==> src/sv/assert_macros.svh <==
// Assertion macros shared by the remap unit RTL.
// Depends on nothing; included by files that carry concurrent assertions.
`ifndef ASSERT_MACROS_SVH
`define ASSERT_MACROS_SVH

// Check a property on every rising edge, with reset masking the check.
`define TPRM_ASSERT(lbl, clk, rstn, prop, msg) \
  lbl: assert property (@(posedge clk) disable iff (!rstn) prop) else $error(msg);

// Check a property on every rising edge, reset included.
`define TPRM_ASSERT_ALWAYS(lbl, clk, prop, msg) \
  lbl: assert property (@(posedge clk) prop) else $error(msg);

`endif

==> src/sv/tprm_pkg.sv <==
// Package for the tiled panel pixel remap unit: geometry constants, derived
// widths, layout codes and the result payload type. Depends on nothing.
package tprm_pkg;

  localparam int PANEL_WIDTH  = 64;
  localparam int PANEL_HEIGHT = 32;
  localparam int GRID_COLS    = 2;
  localparam int GRID_ROWS    = 2;

  localparam int DISP_W    = PANEL_WIDTH * GRID_COLS;
  localparam int DISP_H    = PANEL_HEIGHT * GRID_ROWS;
  localparam int NUM_TILES = GRID_COLS * GRID_ROWS;

  localparam int COL_W   = (GRID_COLS > 1) ? $clog2(GRID_COLS) : 1;
  localparam int ROW_W   = (GRID_ROWS > 1) ? $clog2(GRID_ROWS) : 1;
  localparam int TILE_W  = (NUM_TILES > 1) ? $clog2(NUM_TILES) : 1;
  localparam int PW_W    = $clog2(PANEL_WIDTH);
  localparam int PH_W    = $clog2(PANEL_HEIGHT);
  localparam int CHAIN_W = $clog2(NUM_TILES * PANEL_WIDTH);

  localparam int COORD_W  = 16;
  localparam int CHAN_W   = 8;
  localparam int CHAINX_W = 8;
  localparam int PANELY_W = 5;
  localparam int COLOR_W  = 16;

  typedef enum logic [2:0] {
    LAYOUT_LINE_TL  = 3'd0,
    LAYOUT_LINE_TR  = 3'd1,
    LAYOUT_LINE_BL  = 3'd2,
    LAYOUT_SERP_TL  = 3'd3,
    LAYOUT_SERP_TR  = 3'd4
  } layout_t;

  typedef struct packed {
    logic [CHAINX_W-1:0] chain_x;
    logic [PANELY_W-1:0] panel_y;
    logic [COLOR_W-1:0]  color_565;
  } pix_res_t;

endpackage

==> src/sv/tprm_in_if.sv <==
// Input channel of the remap unit: one pixel write per transfer.
// Depends on tprm_pkg for field widths.
interface tprm_in_if import tprm_pkg::*; ();
  logic                      valid;
  logic                      ready;
  logic signed [COORD_W-1:0] pos_x;
  logic signed [COORD_W-1:0] pos_y;
  logic [CHAN_W-1:0]         red;
  logic [CHAN_W-1:0]         green;
  logic [CHAN_W-1:0]         blue;

  modport source (output valid, pos_x, pos_y, red, green, blue, input ready);
  modport sink   (input valid, pos_x, pos_y, red, green, blue, output ready);
endinterface

==> src/sv/tprm_out_if.sv <==
// Result channel of the remap unit: one chain pixel per transfer.
// Depends on tprm_pkg for field widths.
interface tprm_out_if import tprm_pkg::*; ();
  logic                valid;
  logic                ready;
  logic [CHAINX_W-1:0] chain_x;
  logic [PANELY_W-1:0] panel_y;
  logic [COLOR_W-1:0]  color_565;

  modport source (output valid, chain_x, panel_y, color_565, input ready);
  modport sink   (input valid, chain_x, panel_y, color_565, output ready);
endinterface

==> src/sv/tiled_panel_pixel_remap_unit.sv <==
// Top level of the tiled panel pixel remap unit.
// Depends on tprm_pkg, tprm_in_if, tprm_out_if, tprm_map and assert_macros.svh.
//
// Maps one pixel write on a wall of GRID_COLS x GRID_ROWS LED panels to its
// place on the panel chain: chain column, row inside the panel and RGB565
// colour. Writes with a negative coordinate or one past the display edge are
// dropped and give no result. The unit takes one pixel per clock and keeps
// that rate as long as the sink takes results; each pixel passes through
// the input register and then the result register, with the whole mapping
// done in the logic between them. The layout code is written through
// cfg_we/cfg_data; the user must write it only while the unit is idle, as
// the unit does not enforce it. Codes 5 to 7 act as line top-left down.
`include "assert_macros.svh"

module tiled_panel_pixel_remap_unit import tprm_pkg::*; (
  input  logic        clk,
  input  logic        rst_n,
  tprm_in_if.sink     in_pix,
  tprm_out_if.source  out_pix,
  input  logic        cfg_we,
  input  logic [2:0]  cfg_data
);

  // Layout register
  logic [2:0] mode_r;

  // Input register stage
  logic                      s1_v_r;
  logic signed [COORD_W-1:0] s1_x_r;
  logic signed [COORD_W-1:0] s1_y_r;
  logic [CHAN_W-1:0]         s1_red_r;
  logic [CHAN_W-1:0]         s1_green_r;
  logic [CHAN_W-1:0]         s1_blue_r;

  // Result register stage
  logic     out_v_r;
  pix_res_t out_res_r;

  logic     s1_in_range;
  pix_res_t s1_res;
  logic     out_open;
  logic     s1_open;

  // Result register takes a new value when empty or when its transfer ends.
  assign out_open = !out_v_r || out_pix.ready;
  // Input register moves on whenever the result side is open; dropped
  // pixels simply vanish at that point.
  assign s1_open  = !s1_v_r || out_open;

  assign in_pix.ready = s1_open;

  tprm_map u_map (
    .pos_x    (s1_x_r),
    .pos_y    (s1_y_r),
    .red      (s1_red_r),
    .green    (s1_green_r),
    .blue     (s1_blue_r),
    .mode     (mode_r),
    .in_range (s1_in_range),
    .res      (s1_res)
  );

  always_ff @(posedge clk) begin
    if (!rst_n) begin
      mode_r  <= LAYOUT_LINE_TL;
      s1_v_r  <= 1'b0;
      out_v_r <= 1'b0;
    end else begin
      if (cfg_we) mode_r <= cfg_data;
      if (s1_open) s1_v_r <= in_pix.valid;
      if (out_open) out_v_r <= s1_v_r && s1_in_range;
    end
  end

  // Payload: hold while stalled, load on advance.
  always_ff @(posedge clk) begin
    if (s1_open) begin
      s1_x_r     <= in_pix.pos_x;
      s1_y_r     <= in_pix.pos_y;
      s1_red_r   <= in_pix.red;
      s1_green_r <= in_pix.green;
      s1_blue_r  <= in_pix.blue;
    end
    if (out_open) out_res_r <= s1_res;
  end

  assign out_pix.valid     = out_v_r;
  assign out_pix.chain_x   = out_res_r.chain_x;
  assign out_pix.panel_y   = out_res_r.panel_y;
  assign out_pix.color_565 = out_res_r.color_565;

  `TPRM_ASSERT(a_drop_gives_nothing, clk, rst_n, (s1_v_r && !s1_in_range && out_open) |=> !out_v_r, "dropped pixel produced a result")
  `TPRM_ASSERT(a_keep_gives_result, clk, rst_n, (s1_v_r && s1_in_range && out_open) |=> out_v_r, "in-range pixel lost")
  `TPRM_ASSERT(a_stall_holds_stage, clk, rst_n, (s1_v_r && !out_open) |=> (s1_v_r && $stable(s1_x_r) && $stable(s1_y_r)), "input stage changed while stalled")
  `TPRM_ASSERT_ALWAYS(a_reset_empties, clk, !rst_n |=> (!s1_v_r && !out_v_r), "pipeline not empty after reset")

endmodule

==> src/sv/tprm_map.sv <==
// Combinational pixel mapper: range check, tile lookup, chain column and
// RGB565 packing. Depends on tprm_pkg.
module tprm_map import tprm_pkg::*; (
  input  logic signed [COORD_W-1:0] pos_x,
  input  logic signed [COORD_W-1:0] pos_y,
  input  logic [CHAN_W-1:0]         red,
  input  logic [CHAN_W-1:0]         green,
  input  logic [CHAN_W-1:0]         blue,
  input  logic [2:0]                mode,
  output logic                      in_range,
  output pix_res_t                  res
);

  logic [COORD_W-1:0] ux;
  logic [COORD_W-1:0] uy;
  logic [COL_W-1:0]   col;
  logic [ROW_W-1:0]   row;
  logic [COL_W-1:0]   col_flip;
  logic [ROW_W-1:0]   row_flip;
  logic [COORD_W-1:0] off_x_full;
  logic [COORD_W-1:0] off_y_full;
  logic [TILE_W-1:0]  base;
  logic [TILE_W-1:0]  tile;
  logic [CHAIN_W-1:0] chain;

  assign ux = pos_x;
  assign uy = pos_y;

  assign in_range = !pos_x[COORD_W-1] && !pos_y[COORD_W-1] &&
                    (ux < COORD_W'(DISP_W)) && (uy < COORD_W'(DISP_H));

  // Independent threshold compares pick the grid column and row.
  always_comb begin
    col = '0;
    for (int k = 1; k < GRID_COLS; k++) begin
      if (ux >= COORD_W'(k * PANEL_WIDTH)) col = COL_W'(k);
    end
  end

  always_comb begin
    row = '0;
    for (int k = 1; k < GRID_ROWS; k++) begin
      if (uy >= COORD_W'(k * PANEL_HEIGHT)) row = ROW_W'(k);
    end
  end

  assign off_x_full = ux - COORD_W'(col) * COORD_W'(PANEL_WIDTH);
  assign off_y_full = uy - COORD_W'(row) * COORD_W'(PANEL_HEIGHT);

  assign col_flip = COL_W'(GRID_COLS - 1) - col;
  assign row_flip = ROW_W'(GRID_ROWS - 1) - row;
  assign base     = TILE_W'(row) * TILE_W'(GRID_COLS);

  always_comb begin
    unique case (layout_t'(mode))
      LAYOUT_LINE_TR: tile = base + TILE_W'(col_flip);
      LAYOUT_LINE_BL: tile = TILE_W'(row_flip) * TILE_W'(GRID_COLS) + TILE_W'(col);
      LAYOUT_SERP_TL: tile = row[0] ? base + TILE_W'(col_flip) : base + TILE_W'(col);
      LAYOUT_SERP_TR: tile = row[0] ? base + TILE_W'(col) : base + TILE_W'(col_flip);
      default:        tile = base + TILE_W'(col);
    endcase
  end

  assign chain = CHAIN_W'(tile) * CHAIN_W'(PANEL_WIDTH) + CHAIN_W'(off_x_full[PW_W-1:0]);

  assign res.chain_x   = CHAINX_W'(chain);
  assign res.panel_y   = PANELY_W'(off_y_full[PH_W-1:0]);
  assign res.color_565 = {red[7:3], green[7:2], blue[7:3]};

endmodule
==> src/flat_wrapper.sv <==
// flat-port wrapper written by rule: the top's interface ports become plain ports
module tiled_panel_pixel_remap_unit_flat import tprm_pkg::*;
  (clk, rst_n, cfg_we, cfg_data, in_pix_valid, in_pix_pos_x, in_pix_pos_y, in_pix_red, in_pix_green, in_pix_blue, in_pix_ready, out_pix_valid, out_pix_chain_x, out_pix_panel_y, out_pix_color_565, out_pix_ready);
  tprm_in_if in_pix_i ();
  tprm_out_if out_pix_i ();
  input  logic clk;
  input  logic rst_n;
  input  logic cfg_we;
  input  logic [2:0] cfg_data;
  input wire logic [$bits(in_pix_i.valid)-1:0] in_pix_valid;
  input wire logic [$bits(in_pix_i.pos_x)-1:0] in_pix_pos_x;
  input wire logic [$bits(in_pix_i.pos_y)-1:0] in_pix_pos_y;
  input wire logic [$bits(in_pix_i.red)-1:0] in_pix_red;
  input wire logic [$bits(in_pix_i.green)-1:0] in_pix_green;
  input wire logic [$bits(in_pix_i.blue)-1:0] in_pix_blue;
  output wire logic [$bits(in_pix_i.ready)-1:0] in_pix_ready;
  output wire logic [$bits(out_pix_i.valid)-1:0] out_pix_valid;
  output wire logic [$bits(out_pix_i.chain_x)-1:0] out_pix_chain_x;
  output wire logic [$bits(out_pix_i.panel_y)-1:0] out_pix_panel_y;
  output wire logic [$bits(out_pix_i.color_565)-1:0] out_pix_color_565;
  input wire logic [$bits(out_pix_i.ready)-1:0] out_pix_ready;
  assign in_pix_i.valid = in_pix_valid;
  assign in_pix_i.pos_x = in_pix_pos_x;
  assign in_pix_i.pos_y = in_pix_pos_y;
  assign in_pix_i.red = in_pix_red;
  assign in_pix_i.green = in_pix_green;
  assign in_pix_i.blue = in_pix_blue;
  assign in_pix_ready = in_pix_i.ready;
  assign out_pix_valid = out_pix_i.valid;
  assign out_pix_chain_x = out_pix_i.chain_x;
  assign out_pix_panel_y = out_pix_i.panel_y;
  assign out_pix_color_565 = out_pix_i.color_565;
  assign out_pix_i.ready = out_pix_ready;
  tiled_panel_pixel_remap_unit u_core (.clk(clk), .rst_n(rst_n), .in_pix(in_pix_i), .out_pix(out_pix_i), .cfg_we(cfg_we), .cfg_data(cfg_data));
endmodule
==> config.mk <==
export PLATFORM = sky130hd
export DESIGN_NAME = tiled_panel_pixel_remap_unit_flat
export DESIGN_NICKNAME = d
export VERILOG_FILES = /design/src/sv/tprm_pkg.sv /design/src/sv/tprm_in_if.sv /design/src/sv/tprm_out_if.sv /design/src/sv/tiled_panel_pixel_remap_unit.sv /design/src/sv/tprm_map.sv /design/src/flat_wrapper.sv
export VERILOG_INCLUDE_DIRS = /design/src /design/src/sv
export SDC_FILE = /design/constraint.sdc
export NUM_CORES = 1
export LEC_CHECK = 0
export BUFFER_PORTS_ARGS = -buffer_cell sky130_fd_sc_hd__buf_4
export CORE_UTILIZATION = 48
export DETAILED_ROUTE_END_ITERATION = 6
export GPL_TIMING_DRIVEN = 0
export PLACE_DENSITY = 0.78
export SYNTH_ARGS = -nofsm -noshare
export SYNTH_HDL_FRONTEND = slang
export SYNTH_SLANG_ARGS = --single-unit
export TNS_END_PERCENT = 20
==> constraint.sdc <==
create_clock -name clk -period 2.7 [get_ports clk]
set_input_delay 0.27 -clock clk [delete_from_list [all_inputs] [get_ports clk]]
set_output_delay 0.27 -clock clk [all_outputs]
set_load 0.02 [all_outputs]
Word level (Yosys, flattened, before mapping)
Cells that the tools add are included.

Register bits: 90. Bits of input ports: 64.

Multiplexer cells: 5. Reductions and logical operators: 10. Magnitude comparators: 4. Equality and inequality tests: 4. Add/sub/neg operators: 8.

Operators with widths (count): $ge 16x6->1 const B (1); $ge 16x7->1 const B (1); $lt 16x7->1 const B (1); $lt 16x8->1 const B (1); $add 8x6->8 (1); $pmux 2 s4 (1); $add 2x1->2 (3); $eq 3x2->1 const B (2); $sub 6x1->6 const B (1); $sub 5x1->5 const B (1); $logic_and 1x1->1 (4); $logic_not 1->1 (4); $mux 2 (2); $eq 3x1->1 const B (1); $eq 3x3->1 const B (1); $logic_or 1x1->1 (2); $mux 1 (2); $sub 1x1->1 const A (2).

Longest topological paths before layout
Word-level depth: 7. Depth in mapped cells: 4. Depth with buffers taken out: 4.

Cells and area by module
Synthesis repeated with hierarchy kept, for this count alone.

Cell total of the unflattened synthesis: 149. Area total of the unflattened synthesis: 3091.7 um2.

Modules (own cells, without submodules): tiled_panel_pixel_remap_unit (instances 1, cells each 102, area an instance 2737.6 um2, seq. area each 2652.5 um2); tprm_map (instances 1, cells each 47, area an instance 354.1 um2, seq. area each 0.0 um2).

Worst setup path before layout
OpenSTA, ideal clock, no wires.

Path type: reg2reg. From: reg u_core.out_v_r, in the netlist u_core.out_pix.valid. To: reg u_core.s1_blue_r[3], enable pin. Clock period less this slack: 2.239 ns. Slack: 0.461 ns. Cell stages (with the launch flop): 3. Arrival: 1.613 ns. Cells stage by stage: dfxtp_1 > nor2b_1 > nand2_1.

Longest elaborated chain between the ends: 3.

Ends and longest elaborated chain: from (decl) (line tiled_panel_pixel_remap_unit.sv:36) `logic out_v_r;`; from (signal assigned) (line tiled_panel_pixel_remap_unit.sv:71) `if (out_open) out_v_r <= s1_v_r && s1_in_range;`; $logic_not 1->1 (line tiled_panel_pixel_remap_unit.sv:45) `assign out_open = !out_v_r || out_pix.ready;`; $logic_or 1x1->1 (line tiled_panel_pixel_remap_unit.sv:45); $logic_or 1x1->1 (line tiled_panel_pixel_remap_unit.sv:48) `assign s1_open = !s1_v_r || out_open;`; net in_pix_ready (line flat_wrapper.sv:16) `output wire logic [$bits(in_pix_i.ready)-1:0] in_pix_ready;`; to (signal assigned) (line tiled_panel_pixel_remap_unit.sv:82) `s1_blue_r <= in_pix.blue;`; to (decl) (line tiled_panel_pixel_remap_unit.sv:33) `logic [CHAN_W-1:0] s1_blue_r;`.

The timed path passes the listed nets, and every way through them passes these cells. A chain may end at the register's enable or synchronous reset.

Final worst setup path
From: reg u_core.out_v_r, in the netlist u_core.out_pix.valid. To: out in_pix_ready.

Longest elaborated chain between the ends: 3.

Ends and longest elaborated chain (line): $logic_not 1->1 (tiled_panel_pixel_remap_unit.sv:45); $logic_or 1x1->1 (tiled_panel_pixel_remap_unit.sv:45); $logic_or 1x1->1 (tiled_panel_pixel_remap_unit.sv:48); to (decl) (flat_wrapper.sv:16).

No other way between the ends.

==> results.md <==
* Post-CTS setup buffers at 0
* CTS Buf Count at 9
* Status: finished clean
* Global-route wire length before repair at 6.465 mm
* Largest stage delay on the critical path at 390 ps
* Largest net degree at the start of global routing at 30
* Core Box Area at 5205 µm²
* Synth area leaders: edfxtp_1, dfxtp_1, nor2b_1
* Leak at 1.416 nW
* Crit path DAT at approximately 1900 ps
* MaxCap Viol Count at 0
* Inst Count DP at 272
* Insertion delay to the later sink of the worst-skew pair at approximately 350 ps
* Yosys reg bits at 82
* Int Power at 1.855 mW
* Post-synth top area share at 87.54%
* CTS root buf: clkbuf_8
* Die Area at 5803 µm²
* Drt total wl at 4.011 mm
* Mapped cell area at 2641 µm²
* First-iteration detailed-routing DRC count at 107
* Tmin final at roughly 2100 ps
* ANT cells at 0
* Layout cells sized above 1 at between 40% and 50%
* Most frequent cells after synthesis: edfxtp_1, dfxtp_1, nor2b_1
* First-pass DRT Iterations at 4
* Setup TNS at 0 ps
* Synth Net Count at 179
* Post-synth ARST share at 0%
* IR drop worst, VDD at about 390 µV
* WL per Instance at ~14 µm
* Grt ovf at 0
* Sw Pwr at about 0.45 mW
* Part of the power in combinational logic at under 10%
* Max stage delay cell, worst path: nand2_2
* Die X-Extent at ~76 µm
* IO Pins at 95
* Crit path cell chain: nor2b_1, nand2_2, buf_12, buf_4
* Row count at 26
* Clock sinks at between 80 and 90
* Ys Warns at 0
* CTS Buffer Depth at 2
* Slew Limit Headroom at 28.26%
* WP data required at 2430 ps
* Highest clock rate at 0.4651 GHz
* Gr usage total at 15.90%
* Hold Crit Class: in2reg
* Yosys cell types at 20
* Vias/cell at 4.685
* Final Cycle Share at between 70% and 80%
* CTS tree: done
* Setup Viol. Count Final at 0
* Worst-path maximum fanout at 29
* DP HPWL at 2.805 mm
* Initial core utilization at 50.75%
* Most common cell in the netlist: edfxtp_1
* IO buf count at 86
* Vias in the first global route at 1360
* H-tree levels at 3
* Final Hold Viols at 0
* Gpl congestion at 0.6885
* CP Launch Type: flip-flop
* Hold-fix buffers, CTS at 0
* Clock slew at reported path FFs at 70 ps
* PD cells at roughly 650 nW/µm²
* Worst Skew at approximately 5.7 ps
* Post-route insts no fill at 286
* Final ANT Viol Nets at 0
* Sequential power share at 63.7%
* Final max-slew violation count at 0
* Cts repair resizes at 0
* Crit path kind: reg2out
* Clock share of power at 30.1%
* RSZ-0062 raised after global routing: false
* EDFF count, synth at 77
* Chip height at between 70 and 80 µm
* DR DRC count at 0
* R2r setup slk at 800 ps
* Fin nets at ~280
* CP Capture Type: output pin
* Syn_area_per_cell at 22.97 µm²
* Initial antenna violation count at 0
* Ys flop type: edfxtp_1
* Routed vias at 1340
* Worst Tran Pin Value at 1075 ps
* Cells after Synth at ~120
* Area Growth Syn to Fin at 34.25%
* Sequential area share after synthesis at a little over 90%
* Largest area contributor in the netlist: edfxtp_1
* Sw frac at roughly a fifth
-- routing by layer --
metal	track usage (%)	share of wire, %
met5	0	0
met4	6.538	1.0
met3	10.18	9.5
met2	25.45	49
met1	16.64	40
-- power by group through the flow --
stage | Combinational, mW | Clock, mW | Sequential (mW)
after floorplan | 0.0142 | 0 | 1.53
after global placement | 0.141 | 0 | 1.50
after detailed placement | 0.144 | 0 | 1.50
after CTS | 0.144 | 0.720 | 1.47
after global routing | 0.151 | 0.780 | 1.48
final | 0.142 | 0.696 | 1.47
-- flip-flops by register name (all words and copies together) (netlist names) --
signal,cells
u_core.mode_r,3
u_core.out_pix.valid,1
u_core.s1_green_r,6
u_core.s1_x_r,16
u_core.s1_v_r,1
u_core.s1_blue_r,5
u_core.out_pix.color_565,16
u_core.out_pix.panel_y,5
u_core.out_pix.chain_x,8
u_core.s1_y_r,16
u_core.s1_red_r,5
-- kinds of logic after synthesis --
logic type,Yosys count,share of synthesized area [%]
xor gates and xnor gates,2,0.6633
and+or+nand+nor,24,5.922
buffers and inverters,1,0.1420
DFF,82,91.33
AOI/OAI and AO/OA,3,0.8053
muxes,3,1.137
-- through the flow --
step | utilization (%) | total power [mW] | setup WS (ps) | hold slack, ps | cell area, µm²
after floorplan | - | 1.539 | 461.4 | 368.9 | 2641
after global routing | 68.13 | 2.407 | 387.1 | 62.70 | 3546
final | 68.13 | 2.309 | 550.1 | 97.17 | 3546
after detailed placement | 65.26 | 1.643 | 800.4 | 404.5 | 3397
after global placement | 64.83 | 1.636 | 76.53 | 400.0 | 3374
after CTS | 68.13 | 2.335 | 512.8 | 73.35 | 3546
-- final timing paths --
kind                              from                          end  cells past startpoint
hold / removal         in_pix_pos_x[7]             u_core.s1_x_r[7]                      1
hold reg to reg   u_core.s1_green_r[6]  u_core.out_pix.color_565[9]                      0
setup / recovery  u_core.out_pix.valid                 in_pix_ready                      4
setup reg to reg     u_core.s1_y_r[10]    u_core.out_pix.chain_x[6]                      4
-- critical path: cells and delay by family (launching register included) --
kind	cells	cell delay [ps]
AND/OR/NAND/NOR	2	700
buffers and inverters	2	480
flip-flops	1	350
-- final cells by class --
type | instances | area, µm²
multi-input combinational | 32 | 227.7
clock buffer | 10 | 127.6
clock inverter | 4 | 21.27
sequential | 82 | 2412
timing repair buffer | 87 | 665.6
tap | 70 | 87.58
inverter | 1 | 3.754
fill | 378 | 1659
-- placed cells by master, fill, tap and decap left out, drive strengths merged --
master / n
a21oi: 1
a2bb2oi: 1
buf: 87
clkbuf: 10
clkinv: 3
clkinvlp: 1
dfxtp: 5
edfxtp: 77
inv: 1
mux2i: 3
nand2: 3
nand2b: 3
nor2: 2
nor2b: 5
nor3: 1
nor3b: 1
nor4: 4
o21a: 1
or2: 1
or3: 1
or4: 3
xor2: 2
Power figures use the tool's default switching activity.
